[config.mk]
export PLATFORM = sky130hd
export DESIGN_NAME = string_escape_encoder_core
export DESIGN_NICKNAME = d
export VERILOG_FILES = /design/src/hdl/see_pkg.sv /design/src/hdl/string_escape_encoder_core.sv /design/src/hdl/see_front.sv /design/src/hdl/see_queue.sv /design/src/hdl/see_back.sv
export SDC_FILE = /design/constraint.sdc
export NUM_CORES = 1
export LEC_CHECK = 0
export ABC_CLOCK_PERIOD_IN_PS = 5350
export BUFFER_PORTS_ARGS = -buffer_cell sky130_fd_sc_hd__buf_4
export CAP_MARGIN = 10
export CORE_ASPECT_RATIO = 0.9
export CORE_MARGIN = 2
export CORE_UTILIZATION = 36
export DETAILED_ROUTE_END_ITERATION = 12
export PLACE_DENSITY_LB_ADDON = 0.2
export SLEW_MARGIN = 5
export SYNTH_ARGS = -nofsm -noshare
export SYNTH_HDL_FRONTEND = slang
export SYNTH_HIERARCHICAL = 1
export SYNTH_SLANG_ARGS = --single-unit
[constraint.sdc]
create_clock -name clk -period 5.35 [get_ports clk]
set_clock_uncertainty 0.1 [all_clocks]
set_input_delay 1.07 -clock clk [delete_from_list [all_inputs] [get_ports clk]]
set_output_delay 1.07 -clock clk [all_outputs]
set_load 0.02 [all_outputs]
[src/hdl/see_pkg.sv]
// Shared types, constants and helper functions of the string escape encoder.
package see_pkg;

	// Escape queue between front and back
	localparam int QDEPTH = 4;
	localparam int QPTR_W = 2;

	// Character codes
	localparam logic [7:0] CH_BSLASH = 8'h5C;
	localparam logic [7:0] CH_DQUOTE = 8'h22;
	localparam logic [7:0] CH_SQUOTE = 8'h27;
	localparam logic [7:0] CH_X      = 8'h78;
	localparam logic [7:0] CH_U      = 8'h75;
	localparam logic [7:0] CH_ZERO   = 8'h30;
	localparam logic [7:0] CH_T      = 8'h74;
	localparam logic [7:0] CH_R      = 8'h72;
	localparam logic [7:0] CH_N      = 8'h6E;
	localparam logic [7:0] CH_B      = 8'h62;
	localparam logic [7:0] CH_F      = 8'h66;
	localparam logic [7:0] CTRL_TOP  = 8'h20;
	localparam logic [7:0] CH_DEL    = 8'h7F;
	localparam logic [7:0] HI_MASK   = 8'hF0;
	localparam logic [7:0] LO_MASK   = 8'h0F;

	// Escape classes
	typedef enum logic [1:0] {
		K_PASS,  // byte goes out as is
		K_ESC2,  // backslash + letter
		K_HEXX,  // backslash x H H
		K_HEXU   // backslash u 0 0 H H
	} esc_kind_t;

	// Classified word carried through the queue
	typedef struct packed {
		esc_kind_t  kind;
		logic [7:0] ch;    // raw byte, or escape letter for K_ESC2
		logic       last;  // final byte of the string
	} esc_word_t;

	function automatic logic [7:0] hex_char(input logic [3:0] nib);
		logic [7:0] r;
		if (nib < 4'd10) begin
			r = CH_ZERO + {4'd0, nib};
		end else begin
			r = 8'h37 + {4'd0, nib};  // 'A' - 10
		end
		return r;
	endfunction

	// Number of characters minus one for a class
	function automatic logic [2:0] esc_len_m1(input esc_kind_t kind);
		logic [2:0] r;
		case (kind)
			K_PASS:  r = 3'd0;
			K_ESC2:  r = 3'd1;
			K_HEXX:  r = 3'd3;
			K_HEXU:  r = 3'd5;
			default: r = 3'd0;
		endcase
		return r;
	endfunction

endpackage

[src/hdl/string_escape_encoder_core.sv]
// Top level of the string escape encoder: front, queue and back wired together.
//
// Takes one raw byte per input word (with text/binary mode, invalid-UTF-8 and
// last-byte flags) and delivers its escaped form as 1 to 6 output words, one
// ASCII character each, upper-case hex. Both sides look like a queue: push/full
// on input, empty/pop on output. Rate: a byte that maps to one character flows
// at one word per cycle in and out while pop keeps up; an escaped byte yields 2
// (two-character escape), 4 (backslash x H H) or 6 (backslash u 0 0 H H)
// words, since the back-end sequencer emits one character per cycle unless the
// output is stalled. A 4-entry queue of classified words sits between the
// classifier and the sequencer, so input keeps flowing while an escape drains,
// and stops (full) only once that queue has filled. A pushed byte is written
// into the queue, then its first character to the output register. seq_last
// marks the final character of each byte; string_end is seq_last of a byte flagged last_byte.
module string_escape_encoder_core import see_pkg::*; (
	input  logic       clk,
	input  logic       arst_n,
	// input side
	input  logic [7:0] in_byte,
	input  logic       bin_mode,
	input  logic       invalid_utf8,
	input  logic       last_byte,
	input  logic       push,
	output logic       full,
	// result side
	output logic [7:0] out_char,
	output logic       seq_last,
	output logic       string_end,
	output logic       empty,
	input  logic       pop
);

	esc_word_t front_word;
	esc_word_t head_word;
	logic      q_push;
	logic      q_full;
	logic      q_pop;
	logic      q_empty;

	// classify on the way in
	see_front u_front (
		.in_byte      (in_byte),
		.bin_mode     (bin_mode),
		.invalid_utf8 (invalid_utf8),
		.last_byte    (last_byte),
		.push         (push),
		.q_full       (q_full),
		.full         (full),
		.q_push       (q_push),
		.q_word       (front_word)
	);

	// decouples classification from character emission
	see_queue u_queue (
		.clk     (clk),
		.arst_n  (arst_n),
		.wr_en   (q_push),
		.wr_word (front_word),
		.full    (q_full),
		.rd_en   (q_pop),
		.rd_word (head_word),
		.empty   (q_empty)
	);

	// one character per cycle into the output register, unless the output is stalled
	see_back u_back (
		.clk        (clk),
		.arst_n     (arst_n),
		.q_word     (head_word),
		.q_empty    (q_empty),
		.q_pop      (q_pop),
		.out_char   (out_char),
		.seq_last   (seq_last),
		.string_end (string_end),
		.empty      (empty),
		.pop        (pop)
	);

endmodule

[src/hdl/see_front.sv]
// Front end: accepts an input byte and classifies its escape form.
module see_front import see_pkg::*; (
	input  logic       [7:0] in_byte,
	input  logic             bin_mode,
	input  logic             invalid_utf8,
	input  logic             last_byte,
	input  logic             push,
	input  logic             q_full,
	output logic             full,
	output logic             q_push,
	output esc_word_t        q_word
);

	esc_kind_t  kind;
	logic [7:0] chv;

	always_comb begin
		kind = K_PASS;
		chv  = in_byte;
		if (invalid_utf8) begin
			kind = K_HEXX;
		end else begin
			case (in_byte)
				CH_DQUOTE: kind = bin_mode ? K_PASS : K_ESC2;
				CH_SQUOTE: kind = bin_mode ? K_ESC2 : K_PASS;
				CH_BSLASH: kind = K_ESC2;
				8'h09: begin
					kind = K_ESC2;
					chv  = CH_T;
				end
				8'h0D: begin
					kind = K_ESC2;
					chv  = CH_R;
				end
				8'h0A: begin
					kind = K_ESC2;
					chv  = CH_N;
				end
				8'h08: begin
					kind = K_ESC2;
					chv  = CH_B;
				end
				8'h0C: begin
					kind = K_ESC2;
					chv  = CH_F;
				end
				default: begin
					if (in_byte < CTRL_TOP || in_byte == CH_DEL) begin
						kind = bin_mode ? K_HEXX : K_HEXU;
					end
				end
			endcase
		end
	end

	assign full        = q_full;
	assign q_push      = push && !q_full;
	assign q_word.kind = kind;
	assign q_word.ch   = chv;
	assign q_word.last = last_byte;

endmodule

[src/hdl/see_queue.sv]
// Short queue of classified words between front and back.
module see_queue import see_pkg::*; (
	input  logic      clk,
	input  logic      arst_n,
	input  logic      wr_en,
	input  esc_word_t wr_word,
	output logic      full,
	input  logic      rd_en,
	output esc_word_t rd_word,
	output logic      empty
);

	esc_word_t         mem_q [QDEPTH];
	logic [QPTR_W:0]   wr_ptr_q;
	logic [QPTR_W:0]   rd_ptr_q;
	logic [QPTR_W:0]   count;

	assign count   = wr_ptr_q - rd_ptr_q;
	assign full    = (count == (QPTR_W+1)'(QDEPTH));
	assign empty   = (count == '0);
	assign rd_word = mem_q[rd_ptr_q[QPTR_W-1:0]];

	always_ff @(posedge clk or negedge arst_n) begin
		if (!arst_n) begin
			wr_ptr_q <= '0;
			rd_ptr_q <= '0;
		end else begin
			if (wr_en) wr_ptr_q <= wr_ptr_q + 1'b1;
			if (rd_en) rd_ptr_q <= rd_ptr_q + 1'b1;
		end
	end

	always_ff @(posedge clk) begin
		if (wr_en) mem_q[wr_ptr_q[QPTR_W-1:0]] <= wr_word;
	end

`ifndef NO_ASSERTIONS
	a_count_bound: assert property (@(posedge clk) disable iff (!arst_n)
		count <= (QPTR_W+1)'(QDEPTH)) else $error("queue count overflow");
	a_no_wr_full: assert property (@(posedge clk) disable iff (!arst_n)
		wr_en |-> !full) else $error("write into full queue");
	a_no_rd_empty: assert property (@(posedge clk) disable iff (!arst_n)
		rd_en |-> !empty) else $error("read from empty queue");
`endif

endmodule

[src/hdl/see_back.sv]
// Back end: walks the escape sequence of the head word, one character per word out.
module see_back import see_pkg::*; (
	input  logic       clk,
	input  logic       arst_n,
	input  esc_word_t  q_word,
	input  logic       q_empty,
	output logic       q_pop,
	output logic [7:0] out_char,
	output logic       seq_last,
	output logic       string_end,
	output logic       empty,
	input  logic       pop
);

	logic [2:0] idx_q;
	logic       out_valid_q;
	logic [7:0] out_char_q;
	logic       seq_last_q;
	logic       string_end_q;

	logic       adv;
	logic       emit;
	logic       is_last;
	logic [2:0] len_m1;
	logic [7:0] hi;
	logic [7:0] lo;
	logic [7:0] nxt_char;

	assign adv     = !out_valid_q || pop;
	assign emit    = adv && !q_empty;
	assign len_m1  = esc_len_m1(q_word.kind);
	assign is_last = (idx_q == len_m1);
	assign q_pop   = emit && is_last;
	assign hi      = hex_char(q_word.ch[7:4]);
	assign lo      = hex_char(q_word.ch[3:0]);

	always_comb begin
		nxt_char = q_word.ch;
		case (q_word.kind)
			K_PASS: nxt_char = q_word.ch;
			K_ESC2: nxt_char = (idx_q == 3'd0) ? CH_BSLASH : q_word.ch;
			K_HEXX: begin
				case (idx_q)
					3'd0:    nxt_char = CH_BSLASH;
					3'd1:    nxt_char = CH_X;
					3'd2:    nxt_char = hi;
					default: nxt_char = lo;
				endcase
			end
			K_HEXU: begin
				case (idx_q)
					3'd0:    nxt_char = CH_BSLASH;
					3'd1:    nxt_char = CH_U;
					3'd2:    nxt_char = CH_ZERO;
					3'd3:    nxt_char = CH_ZERO;
					3'd4:    nxt_char = hi;
					default: nxt_char = lo;
				endcase
			end
			default: nxt_char = q_word.ch;
		endcase
	end

	always_ff @(posedge clk or negedge arst_n) begin
		if (!arst_n) begin
			idx_q       <= '0;
			out_valid_q <= 1'b0;
		end else begin
			if (adv) out_valid_q <= !q_empty;
			if (emit) idx_q <= is_last ? 3'd0 : idx_q + 3'd1;
		end
	end

	always_ff @(posedge clk) begin
		if (emit) begin
			out_char_q   <= nxt_char;
			seq_last_q   <= is_last;
			string_end_q <= is_last && q_word.last;
		end
	end

	assign out_char   = out_char_q;
	assign seq_last   = seq_last_q;
	assign string_end = string_end_q;
	assign empty      = !out_valid_q;

`ifndef NO_ASSERTIONS
	a_mid_seq_head: assert property (@(posedge clk) disable iff (!arst_n)
		(idx_q != 3'd0) |-> !q_empty) else $error("head word lost mid-sequence");
	a_idx_in_range: assert property (@(posedge clk) disable iff (!arst_n)
		!q_empty |-> (idx_q <= len_m1)) else $error("index past sequence end");
	a_end_on_last: assert property (@(posedge clk) disable iff (!arst_n)
		(out_valid_q && string_end_q) |-> seq_last_q) else $error("string end off last char");
`endif

endmodule

==> impl_metrics.xml <==
<?xml version="1.0" encoding="UTF-8"?>
<metrics>
  <group name="run_status">
    <metric name="run_status" unit="">complete, no violations</metric>
  </group>
  <group name="timing">
    <metric name="finalHoldViolCount" unit="">0</metric>
    <metric name="rsz0062_at_grt" unit="">no</metric>
    <metric name="fin_ws" unit="ps">2040</metric>
    <metric name="setup_viol" unit="">0</metric>
    <metric name="worstMarginPinSlew" unit="ps">797</metric>
    <metric name="timing.final.crit_period" unit="ps">3310</metric>
    <metric name="fmaxAchievable" unit="GHz">0.302</metric>
    <metric name="maxSlewViolCount" unit="">0</metric>
    <metric name="setup-tns-final" unit="ps">0</metric>
    <metric name="timing.final.crit_share" unit="%">61.9</metric>
    <metric name="slew-limit-headroom" unit="%">46.9</metric>
  </group>
  <group name="global_route">
    <metric name="grt_use_total" unit="%">14.5</metric>
    <metric name="antenna_found_initial" unit="">0</metric>
    <metric name="grt_first_pass_wirelength" unit="mm">11.8</metric>
    <metric name="grt_start_max_net_pins" unit="">19</metric>
    <metric name="grt_pass1_vias" unit="">2305</metric>
    <metric name="grt_remaining_overflow" unit="">0</metric>
  </group>
  <group name="floorplan">
    <metric name="count_of_pins_on_the_block_boundary" unit="">27</metric>
    <metric name="start_util" unit="%">36.9</metric>
    <metric name="std_cell_rows" unit="">34</metric>
    <metric name="die_x" unit="um">109</metric>
    <metric name="core_area" unit="mm2">0.00966</metric>
    <metric name="die_h" unit="um">98.4</metric>
    <metric name="die_area" unit="mm2">0.0107</metric>
  </group>
  <group name="cells_and_area">
    <metric name="finish.instance_area" unit="mm2">0.00402</metric>
    <metric name="fillers" unit="">893</metric>
    <metric name="antenna_cells" unit="">0</metric>
    <metric name="syn_to_final_growth" unit="%">12.7</metric>
    <metric name="post_route_cells_drive_above_1_share" unit="%">20.1</metric>
    <metric name="finalNetCount" unit="">343</metric>
    <metric name="post-route-util" unit="%">41.6</metric>
    <metric name="mostFrequentLayoutCell" unit="">sky130_fd_sc_hd__edfxtp_1</metric>
    <metric name="layout.cells.most_common_list" unit="">sky130_fd_sc_hd__edfxtp_1 (54), sky130_fd_sc_hd__buf_4 (26), sky130_fd_sc_hd__o21ai_0 (21)</metric>
  </group>
  <group name="setup_path">
    <metric name="arrival" unit="ps">3440</metric>
    <metric name="critical_path.startpoint_type" unit="">flip-flop</metric>
    <metric name="critical_path.max_fanout" unit="">18</metric>
    <metric name="r2r_cells" unit="">7</metric>
    <metric name="crit_end_category" unit="">flip-flop</metric>
    <metric name="reg2reg_to" unit="">u_queue/rd_ptr_q[2]</metric>
    <metric name="setup.worst_path.class" unit="">reg -&gt; reg</metric>
    <metric name="reg2reg_setup_slack" unit="ps">2040</metric>
    <metric name="timing.rr.start" unit="">u_queue/rd_ptr_q[0]</metric>
    <metric name="cp.required" unit="ps">5480</metric>
  </group>
  <group name="power">
    <metric name="pwr_density_cell" unit="mW/mm2">638</metric>
    <metric name="leakagePower" unit="nW">1.48</metric>
    <metric name="vdd_drop_max" unit="mV">0.187</metric>
    <metric name="total_power" unit="mW">2.57</metric>
  </group>
  <group name="clock_network">
    <metric name="postCtsSetupBuffers" unit="">0</metric>
    <metric name="tritoncts.num_buffers" unit="">9</metric>
    <metric name="cts.clk_slew.worst_paths" unit="ps">70</metric>
    <metric name="cts_repair_resize_count" unit="">0</metric>
    <metric name="clock_path_buffers" unit="">2</metric>
    <metric name="tritoncts" unit="">built</metric>
    <metric name="hold_buffers" unit="">0</metric>
    <metric name="root_buffer" unit="">sky130_fd_sc_hd__clkbuf_8</metric>
    <metric name="worstSkewPairLatency" unit="ps">330</metric>
    <metric name="clock_tree.htree_level_count" unit="">3</metric>
    <metric name="numClockSinks" unit="">64</metric>
  </group>
  <group name="logic_synthesis">
    <metric name="ys.flop_type" unit="">sky130_fd_sc_hd__edfxtp_1</metric>
    <metric name="synth-seq-cells" unit="">64</metric>
    <metric name="synthDistinctLibCells" unit="">60</metric>
    <metric name="post_synth_net_total" unit="">325</metric>
    <metric name="synthesis.area_per_instance" unit="um2">12.1</metric>
    <metric name="seq_area_frac_synth" unit="%">52.5</metric>
    <metric name="netlist_instances" unit="">296</metric>
    <metric name="synth.yosys.warnings" unit="">6</metric>
    <metric name="yosysTopAreaCellShare" unit="%">45.5</metric>
    <metric name="synth.area.top_cells" unit="">sky130_fd_sc_hd__edfxtp_1 (45%), sky130_fd_sc_hd__dfrtp_1 (7.0%), sky130_fd_sc_hd__mux4_2 (5.7%)</metric>
    <metric name="post_syn_area" unit="mm2">0.00357</metric>
    <metric name="synth_enable_flop_cells" unit="">54</metric>
    <metric name="yosysTopAreaCell" unit="">sky130_fd_sc_hd__edfxtp_1</metric>
    <metric name="async_flop_share" unit="%">15.6</metric>
  </group>
  <group name="placement">
    <metric name="routabilityCongestion" unit="">0.931</metric>
    <metric name="detailed_place_hpwl" unit="mm">4.93</metric>
    <metric name="placement.io_buffers" unit="">26</metric>
    <metric name="place_area" unit="mm2">0.00381</metric>
    <metric name="dp_slack" unit="ps">1980</metric>
  </group>
  <group name="worst_hold_path">
    <metric name="min_from" unit="">u_queue/wr_ptr_q[2]</metric>
    <metric name="min_path_cells" unit="">1</metric>
    <metric name="min-delay-path-class" unit="">reg -&gt; reg</metric>
    <metric name="hold_end" unit="">u_queue/wr_ptr_q[2]</metric>
  </group>
  <group name="drt">
    <metric name="route.detailed.vias_per_inst" unit="">5.41</metric>
    <metric name="dr_total_vias" unit="">2408</metric>
    <metric name="wirelength" unit="mm">7.25</metric>
    <metric name="wl_per_cell" unit="um">16.3</metric>
    <metric name="route.antenna.remaining_nets" unit="">0</metric>
    <metric name="dr.first_iter.drc_count" unit="">124</metric>
    <metric name="drc_errors" unit="">0</metric>
    <metric name="drt_pass1_iterations" unit="">4</metric>
  </group>
  <group name="job">
    <metric name="drv.max_cap_violation_count" unit="">0</metric>
  </group>
</metrics>
==> worst max-delay path, cell delays in order (launching register included) <==
cell and delay, ps:
sky130_fd_sc_hd__dfrtp_1 860, sky130_fd_sc_hd__mux4_1 950, sky130_fd_sc_hd__or2_2 460, sky130_fd_sc_hd__nor4_1 240, sky130_fd_sc_hd__a21o_2 200, sky130_fd_sc_hd__and2_1 200
sky130_fd_sc_hd__nand2_1 80, sky130_fd_sc_hd__xnor2_1 120
==> cell type report <==
type	instances	area, um2	area share, %
sequential	64	1870	46.5
multi-input combinational	197	1530	37.9
timing repair buffer	26	195	4.85
tap	126	158	3.92
clock buffer	10	128	3.17
clock inverter	6	83.8	2.08
inverter	16	60.1	1.49
==> layer usage <==
layer  track usage (%)  part of all wire, %  routed length, um  vias up
met4              5.42                  1.6                118        0
met3              3.64                  3.8                273        9
met5                 0                    0                  0        -
met2              22.1                   46               3360       64
li1                  -                    -                  -     1150
met1              20.1                   48               3500     1185
==> cell usage after synthesis (3+ instances only) <==
cell type                    n
sky130_fd_sc_hd__a211oi_1    3
sky130_fd_sc_hd__a21oi_1    11
sky130_fd_sc_hd__a31oi_1     3
sky130_fd_sc_hd__and2_1      7
sky130_fd_sc_hd__buf_2       7
sky130_fd_sc_hd__buf_4       4
sky130_fd_sc_hd__clkbuf_1    6
sky130_fd_sc_hd__dfrtp_1    10
sky130_fd_sc_hd__edfxtp_1   54
sky130_fd_sc_hd__ha_1       14
sky130_fd_sc_hd__inv_1      15
sky130_fd_sc_hd__mux4_2      9
sky130_fd_sc_hd__nand2_1    19
sky130_fd_sc_hd__nand2b_1    5
sky130_fd_sc_hd__nand3_1     4
sky130_fd_sc_hd__nand4_1     3
sky130_fd_sc_hd__nor2_1     18
sky130_fd_sc_hd__nor2b_1     7
sky130_fd_sc_hd__nor3b_1     4
sky130_fd_sc_hd__o2111ai_1   3
sky130_fd_sc_hd__o21a_1      4
sky130_fd_sc_hd__o21ai_0    21
sky130_fd_sc_hd__o22ai_1     5
sky130_fd_sc_hd__or2_2       3
sky130_fd_sc_hd__or3_1       4
sky130_fd_sc_hd__xnor2_1     4
sky130_fd_sc_hd__xor2_1      3
==> report_power, final <==
| part | total, mW | internal, mW | switching [mW] |
|---|---|---|---|
| sequential | 0.862 | 0.750 | 0.112 |
| combinational | 1.26 | 0.511 | 0.750 |
| clock | 0.443 | 0.260 | 0.183 |
| total | 2.57 | 1.52 | 1.05 |
==> cells by family (layout without fill, tap and decap cells) <==
logic type,after synthesis,count (layout),synth area share [%]
multiplexers,13,13,7.79
buffers and inverters,35,58,4.77
adder cells (fa/ha/maj),14,14,4.91
flip-flops,64,64,52.5
AO/OA/AOI/OAI,72,72,13.9
XOR/XNOR,7,7,1.72
AND/OR/NAND/NOR,91,91,14.4
==> registers in the layout, summed over array words and instances, names as in the netlist <==
name,cells
u_queue/mem_q,44
u_back/out_char,8
u_back/seq_last,1
u_back/string_end,1
u_queue/rd_ptr_q,3
u_queue/wr_ptr_q,3
u_back/out_valid_q,1
u_back/idx_q,3
==> per-stage QoR <==
| step | hold slack (ps) | cells |
|---|---|---|
| after floorplan | 362 | 296 |
| after detailed placement | 380 | 429 |
| after CTS | 394 | 445 |
| after global placement | 379 | 429 |
| after global routing | 426 | 445 |
| final | 387 | 445 |
==> how the worst max path moves through the flow <==
stage	start	slack [ps]	cells after the start	endpoint
floorplan	u_queue/rd_ptr_q[1]	2790	7	full
global placement	u_queue/rd_ptr_q[0]	1990	7	u_queue/rd_ptr_q[2]
detailed placement	u_queue/rd_ptr_q[0]	1980	7	u_queue/rd_ptr_q[2]
CTS	u_queue/rd_ptr_q[0]	1980	7	u_queue/rd_ptr_q[2]
global route	u_queue/rd_ptr_q[0]	1710	7	u_queue/rd_ptr_q[2]
finish	u_queue/rd_ptr_q[0]	2040	7	u_queue/rd_ptr_q[2]
No activity file was read; power rests on OpenSTA's default activity.
